**src/design/hcb_pkg.sv**
```systemverilog
package hcb_pkg;

    // fixed field widths
    localparam int SYM_IN_W = 7;
    localparam int CODE_W   = 64;
    localparam int LEN_W    = 6;

    // controller states
    typedef enum logic [3:0] {
        ST_IDLE,
        ST_CNT_WR,
        ST_ENC,
        ST_INIT,
        ST_LEAF_RD,
        ST_LEAF_WR,
        ST_DECIDE,
        ST_SCAN,
        ST_MERGE,
        ST_ROOT,
        ST_TRAV_RD,
        ST_TRAV_W0,
        ST_TRAV_W1,
        ST_TBL_RD,
        ST_TBL_WR
    } st_t;

    // datapath operations
    typedef enum logic [3:0] {
        OP_NONE,
        OP_CNT_RD,
        OP_CNT_WR,
        OP_ENC_RD,
        OP_ENC_OUT,
        OP_BUILD_INIT,
        OP_LEAF_RD,
        OP_LEAF_WR,
        OP_SCAN,
        OP_MERGE,
        OP_ROOT,
        OP_TRAV_RD,
        OP_TRAV_W0,
        OP_TRAV_W1,
        OP_TBL_RD,
        OP_TBL_WR
    } dp_op_t;

    // datapath status toward the controller
    typedef struct packed {
        logic cnt_last;
        logic sym_last;
        logic live_gt1;
        logic live_gt2;
        logic scan_done;
        logic trav_last;
        logic out_free;
    } stat_t;

endpackage

```
**src/design/hcb_ctrl.sv**
```systemverilog
module hcb_ctrl (
    input  logic            clk,
    input  logic            rst_n,
    input  logic            in_valid,
    input  logic            kind,
    output logic            in_ready,
    input  hcb_pkg::stat_t  stat,
    output hcb_pkg::dp_op_t op
);

    hcb_pkg::st_t state_reg;
    hcb_pkg::st_t state_next;
    logic         accept;

    assign in_ready = (state_reg == hcb_pkg::ST_IDLE);
    assign accept   = in_valid && in_ready;

    // state register
    always_ff @(posedge clk or negedge rst_n)
    begin
        if (!rst_n)
        begin
            state_reg <= hcb_pkg::ST_IDLE;
        end
        else
        begin
            state_reg <= state_next;
        end
    end

    // next state
    always_comb
    begin
        state_next = state_reg;
        unique case (state_reg)
            hcb_pkg::ST_IDLE:
            begin
                if (accept)
                begin
                    state_next = kind ? hcb_pkg::ST_ENC : hcb_pkg::ST_CNT_WR;
                end
            end
            hcb_pkg::ST_CNT_WR:
                state_next = stat.cnt_last ? hcb_pkg::ST_INIT : hcb_pkg::ST_IDLE;
            hcb_pkg::ST_ENC:
            begin
                if (stat.out_free)
                begin
                    state_next = hcb_pkg::ST_IDLE;
                end
            end
            hcb_pkg::ST_INIT:
                state_next = hcb_pkg::ST_LEAF_RD;
            hcb_pkg::ST_LEAF_RD:
                state_next = hcb_pkg::ST_LEAF_WR;
            hcb_pkg::ST_LEAF_WR:
                state_next = stat.sym_last ? hcb_pkg::ST_DECIDE : hcb_pkg::ST_LEAF_RD;
            hcb_pkg::ST_DECIDE:
                state_next = stat.live_gt1 ? hcb_pkg::ST_SCAN : hcb_pkg::ST_TBL_RD;
            hcb_pkg::ST_SCAN:
            begin
                if (stat.scan_done)
                begin
                    state_next = hcb_pkg::ST_MERGE;
                end
            end
            hcb_pkg::ST_MERGE:
                state_next = stat.live_gt2 ? hcb_pkg::ST_SCAN : hcb_pkg::ST_ROOT;
            hcb_pkg::ST_ROOT:
                state_next = hcb_pkg::ST_TRAV_RD;
            hcb_pkg::ST_TRAV_RD:
                state_next = hcb_pkg::ST_TRAV_W0;
            hcb_pkg::ST_TRAV_W0:
                state_next = hcb_pkg::ST_TRAV_W1;
            hcb_pkg::ST_TRAV_W1:
                state_next = stat.trav_last ? hcb_pkg::ST_TBL_RD : hcb_pkg::ST_TRAV_RD;
            hcb_pkg::ST_TBL_RD:
                state_next = hcb_pkg::ST_TBL_WR;
            hcb_pkg::ST_TBL_WR:
                state_next = stat.sym_last ? hcb_pkg::ST_IDLE : hcb_pkg::ST_TBL_RD;
            default:
                state_next = hcb_pkg::ST_IDLE;
        endcase
    end

    // datapath command
    always_comb
    begin
        op = hcb_pkg::OP_NONE;
        unique case (state_reg)
            hcb_pkg::ST_IDLE:
            begin
                if (accept)
                begin
                    op = kind ? hcb_pkg::OP_ENC_RD : hcb_pkg::OP_CNT_RD;
                end
            end
            hcb_pkg::ST_CNT_WR:  op = hcb_pkg::OP_CNT_WR;
            hcb_pkg::ST_ENC:     op = stat.out_free ? hcb_pkg::OP_ENC_OUT : hcb_pkg::OP_NONE;
            hcb_pkg::ST_INIT:    op = hcb_pkg::OP_BUILD_INIT;
            hcb_pkg::ST_LEAF_RD: op = hcb_pkg::OP_LEAF_RD;
            hcb_pkg::ST_LEAF_WR: op = hcb_pkg::OP_LEAF_WR;
            hcb_pkg::ST_DECIDE:  op = hcb_pkg::OP_NONE;
            hcb_pkg::ST_SCAN:    op = hcb_pkg::OP_SCAN;
            hcb_pkg::ST_MERGE:   op = hcb_pkg::OP_MERGE;
            hcb_pkg::ST_ROOT:    op = hcb_pkg::OP_ROOT;
            hcb_pkg::ST_TRAV_RD: op = hcb_pkg::OP_TRAV_RD;
            hcb_pkg::ST_TRAV_W0: op = hcb_pkg::OP_TRAV_W0;
            hcb_pkg::ST_TRAV_W1: op = hcb_pkg::OP_TRAV_W1;
            hcb_pkg::ST_TBL_RD:  op = hcb_pkg::OP_TBL_RD;
            hcb_pkg::ST_TBL_WR:  op = hcb_pkg::OP_TBL_WR;
            default:             op = hcb_pkg::OP_NONE;
        endcase
    end

endmodule

```
**config.mk**
```make
export PLATFORM = sky130hd
export DESIGN_NAME = hcb_ctrl
export DESIGN_NICKNAME = d
export VERILOG_FILES = /design/src/design/hcb_pkg.sv /design/src/design/hcb_ctrl.sv
export SDC_FILE = /design/constraint.sdc
export NUM_CORES = 1
export LEC_CHECK = 0
export ABC_AREA = 1
export BUFFER_PORTS_ARGS = -buffer_cell sky130_fd_sc_hd__buf_2
export CORE_MARGIN = 5
export CORE_UTILIZATION = 29
export CTS_CLUSTER_SIZE = 25
export DETAILED_ROUTE_END_ITERATION = 6
export GPL_TIMING_DRIVEN = 0
export PLACE_DENSITY = 0.5
export SYNTH_ARGS = -nofsm -noshare
export SYNTH_HDL_FRONTEND = slang
export SYNTH_SLANG_ARGS = --single-unit
```
**constraint.sdc**
```tcl
create_clock -name clk -period 1.5 [get_ports clk]
set_input_delay 0.3 -clock clk [delete_from_list [all_inputs] [get_ports clk]]
set_output_delay 0.3 -clock clk [all_outputs]
set_load 0.05 [all_outputs]
```
Word level (Yosys, flattened, before mapping)
Index checks and enable logic that the tools add are counted.

word-level totals
  register bits after elaboration = 4
  input bits = 11
  logic and storage cells = 36
  output and inout port bits = 5

cells by class
  eq/ne operators = 17
  reduce and logical (&&, ||, !) cells = 3
  mux-type cells = 15

operator list
  cell                  number
  $pmux W4 S15          1
  $pmux W4 S14          1
  $eq A4 B4 Y1 const B  7
  $mux W4               6
  $eq A4 B3 Y1 const B  4
  $mux W2               5
  $eq A4 B2 Y1 const B  2
  $mux W3               2
  $eq A4 B1 Y1 const B  1
  $logic_not A4 Y1      1
  $ne A2 B2 Y1 const B  2
  $reduce_and A3 Y1     1
  $ne A2 B1 Y1 const B  1
  $logic_and A1 B1 Y1   1

Logic depth before layout (Yosys ltp)
  depth in word-level cells = 4
  depth in mapped cells = 9
  mapped depth without buffers = 9

Least setup slack after synthesis
No wires, ideal clock.

  path type = reg-to-output
  from = reg state_reg[0]
  to = out op[1]
  data arrival time = 1.808 ns
  stages on the path, launching flop included = 6
  required time = 1.200 ns
  path slack = -0.608 ns
  buffers on the path = 0
  path through = dfrtp_1 -> nor2_1 -> nand2_1 -> inv_2 -> nand2_1 -> o21ai_1

on the way
  longest elaborated chain between the ends = 4
  elaborated cells between the ends (all ways) = 17
  classes of those cells = eq/ne: 13; mux: 2; reduce/logical: 2

ends and longest elaborated chain
  item                    line            RTL
  from (decl)             hcb_ctrl.sv:11  hcb_pkg::st_t state_reg;
  from (signal assigned)  hcb_ctrl.sv:23  state_reg <= hcb_pkg::ST_IDLE;
  from (signal assigned)  hcb_ctrl.sv:27  state_reg <= state_next;
  $logic_not A4 Y1 (*)    hcb_ctrl.sv:15  assign in_ready = (state_reg == hcb_pkg::ST_IDLE);
  net in_ready            hcb_ctrl.sv:6   output logic in_ready,
  $logic_and A1 B1 Y1     hcb_ctrl.sv:16  assign accept = in_valid && in_ready;
  $mux W2                 hcb_ctrl.sv:93  if (accept)
  $pmux W4 S14 (*)        hcb_ctrl.sv:90  unique case (state_reg)
  to (decl)               hcb_ctrl.sv:8   output hcb_pkg::dp_op_t op

The timed path passes the listed nets; every way through them passes the cells marked *.

Final worst setup path
  from = reg state_reg[1]
  to = out op[3]

on the way
  longest elaborated chain between the ends = 2
  elaborated cells between the ends (all ways) = 15
  classes of those cells = eq/ne: 13; mux: 1; reduce/logical: 1

ends and longest elaborated chain
  item                                  line
  $eq A4 B4 Y1 (tied with other cells)  hcb_ctrl.sv:90
  $pmux W4 S14 (*)                      hcb_ctrl.sv:90

Every way passes the cells marked *; elsewhere a longest branch is shown, timed or not.

==> metrics.md <==
| Metric | Value |
|---|---|
| Status | `finished with violations` |
| Failing checks | `setup timing` |
| Yosys top cell by area | `dfrtp_1` |
| Storage cell area | `105.1 um^2` |
| Sw Pwr | `1.125 mW` |
| Antenna Cells | `0` |
| RSZ-0062 raised after global routing | `yes` |
| Finished Cell Area | `between 800 and 900 um^2` |
| Cell Area, Placed | `between 600 and 700 um^2` |
| Count of final setup violators | `5` |
| Die Wd | `51.39 um` |
| First-iteration detailed-routing DRC count | `19` |
| F_max | `583.9 MHz` |
| Io pins | `16` |
| Worst hold margin | `between 0.3 and 0.4 ns` |
| Initial antenna violation count | `0` |
| Syn avg cell area | `between 5 and 6 um^2` |
| Vias in the first global route | `between 600 and 700` |
| Total power | `2.047 mW` |
| Synth warn | `0` |
| Num CTS Buffers | `3` |
| Worst vdd ir | `1.018 mV` |
| # H-tree levels | `1` |
| Crit-path slowest cell | `dfrtp_2` |
| Combinational power share | `80.4%` |
| Area of the core | `1670 um^2` |
| Top cells by area, synth | `dfrtp_1 20%, nand2_1 17%, nand3_1 10%, nor2_1 9.8%, inv_1 7.6%` |
| Vias | `659` |
| Fin. max-slew vios | `0` |
| Minimum clock period | `approximately 1.7 ns` |
| GRT Resource Usage Total | `12.63%` |
| Post-route ant nets | `0` |
| Clk sinks | `4` |
| Critical path, cell by cell | `inv_2 > nand2_2 > nor2_2 > nor3_2 > o211ai_1 > buf_4` |
| Root Driver | `clkbuf_4` |
| Pwr dens | `approximately 2600 nW/um^2` |
| Hpwl dp | `roughly 1200 um` |
| Detailed Routing Iterations Pass 1 | `4` |
| Share of post-route cells with drive strength above 1 | `48.28%` |
| Count leader, synth | `nand2_1` |
| Final WL | `1455 um` |
| First-pass GRT wire length | `2608 um` |
| Worst slew pin tran | `0.2587 ns` |
| Bufs on Longest Clock Path | `2` |
| Largest net degree at the start of global routing | `9` |
| Max incr delay on CP | `~0.45 ns` |
| Setup WS pre-CTS | `-0.08714 ns` |
| Die Area | `2640 um^2` |
| EDFF count, synth | `0` |
| Fill cell total of the finished layout | `161` |
| Non-Filler Instances | `between 100 and 150` |
| GPL Wtd Cong | `0.8446` |
| CTS clock-pin slew for the worst setup and hold paths | `about 0.030 ns` |
| Finished Core Util | `48.02%` |
| Vias per std cell | `4.955` |
| Worst slew margin | `82.76%` |
| Setup WS post-layout | `-0.2126 ns` |
| Synth Cell Area | `about 500 um^2` |
| Final clock skew | `0.0001693 ns` |
| Crit path kind | `reg -> out` |
| Net Sw Frac | `54.98%` |
| Post-Place Cells | `120` |
| Row count | `15` |
| CP Launch Type | `register` |
| Register share of total power | `13.5%` |
| Multi-input gate area | `around 400 um^2` |
| Clock power frac | `under 10%` |
| Number of library cell types mapped by synthesis | `19` |
| Most used DFF post-synth | `dfrtp_1` |
| Die H | `51.39 um` |
| Drt wl/cell | `10.94 um` |
| Largest register FFs | `4` |
| Critical Path AT | `1.41 ns` |
| Top cell type's share of synthesized area | `20.15%` |
| Area growth syn-to-layout | `61.46%` |
| Mapped Nets | `99` |
| Sequential element share of the synthesized area | `20.15%` |
| TritonCTS clock tree | `built` |
| Hold Violations, Final | `0` |
| DRC | `0` |
| CP required | `approximately 1.2 ns` |
| GRT Residual Overflow | `0` |
| Pint | `around 920 uW` |
| Port Buffers | `15` |
| Endpoint class of the critical path | `output pin` |
| Crit share post-route | `114.2%` |
| # Max-Cap Violations | `0` |
| Async set-or-reset flop fraction in the synthesized netlist | `100.0%` |
| Total negative slack | `-0.8191 ns` |
| Initial Util | `just under 30%` |
| Synthesized flop and latch total | `4` |
| CP max FO | `6` |
| Worst-Skew Late Latency | `approximately 0.23 ns` |
| Post-Syn Instances | `88` |
| Top cells by count, synth | `23 x nand2_1, 13 x nor2_1, 10 x inv_1, 10 x nand3_1` |
| Nets | `129` |
| Worst Hold Class | `in -> reg` |
| Leakage power | `0.4230 nW` |
[worst paths after layout]
kind / to / slack [ns] / cells after the start / start
max reg2reg: state_reg[3] / 0.18 / 6 / state_reg[2]
max: op[3] / -0.21 / 6 / state_reg[1]
min reg2reg: state_reg[0] / 0.70 / 3 / state_reg[3]
min: state_reg[0] / 0.35 / 4 / stat[2]
max in group asynchronous: state_reg[0] / 0.96 / 2 / rst_n
min in group asynchronous: state_reg[3] / 0.41 / 2 / rst_n
[cells by family after synthesis]
logic type	count (synthesis)	synth area share, %
flip-flops	4	20.15
AO/OA/AOI/OAI	8	10.08
buffers and inverters	14	10.58
AND/OR/NAND/NOR	62	59.19
[layout by cell type, fill, tap and decap left out]
cell / n
nor2_1: 11
buf_4: 8
a21oi_2: 1
inv_8: 1
nand4_1: 3
nand3b_1: 4
dfrtp_2: 4
o21ai_0: 1
nand2_4: 2
nor3_2: 1
nand2_2: 7
o21ai_4: 1
nor2_2: 3
dlygate4sd3_1: 1
o21a_1: 1
buf_8: 1
inv_1: 8
nor2_4: 3
nand2_1: 18
o211ai_1: 1
buf_6: 5
nand3_1: 10
o22ai_1: 1
buf_2: 10
a21oi_1: 1
clkbuf_4: 3
o21ai_2: 1
inv_2: 5
[final cells by class]
class | count | share of cell area [%]
Clock buffer | 3 | 2.808
Timing Repair Buffer | 25 | 23.87
Sequential cell | 4 | 13.10
Tap cell | 17 | 2.652
Multi-Input combinational cell | 70 | 50.08
Inverter | 14 | 7.488
[power by group through the flow]
stage | clock network [mW] | logic [mW] | registers (mW)
5_1_grt | 0.144 | 1.78 | 0.284
3_5_place_dp | 0 | 1.26 | 0.282
2_1_floorplan | 0 | 1.03 | 0.264
6_report | 0.127 | 1.64 | 0.276
4_1_cts | 0.134 | 1.48 | 0.275
3_3_place_gp | 0 | 1.27 | 0.285
[timing repair]
| item | 4_1_cts | 5_1_grt |
|---|---|---|
| hold endpoints to repair | 4 | 0 |
| setup buffers | 3 | 6 |
| resized for setup | 12 | 4 |
| pin swaps | 5 | 2 |
| hold buffers | 1 | 0 |
| setup endpoints to repair | 5 | 5 |
[per-layer routing]
layer / global-route usage, % / vias to the layer above / share of wire (%)
met5: 0 / - / 0
met4: 5.240 / 0 / 0
met3: 2.041 / 0 / 4.3
met2: 20.76 / 16 / 51
met1: 16.17 / 297 / 45
li1: - / 346 / -
[worst max-delay path, delay by kind of cell (launching register included)]
kind            cells  cell delay, ns
simple gates        3            0.34
flops               1            0.45
buf+inv             2            0.28
compound gates      1            0.11
No activity file was read; power rests on OpenSTA's default activity.
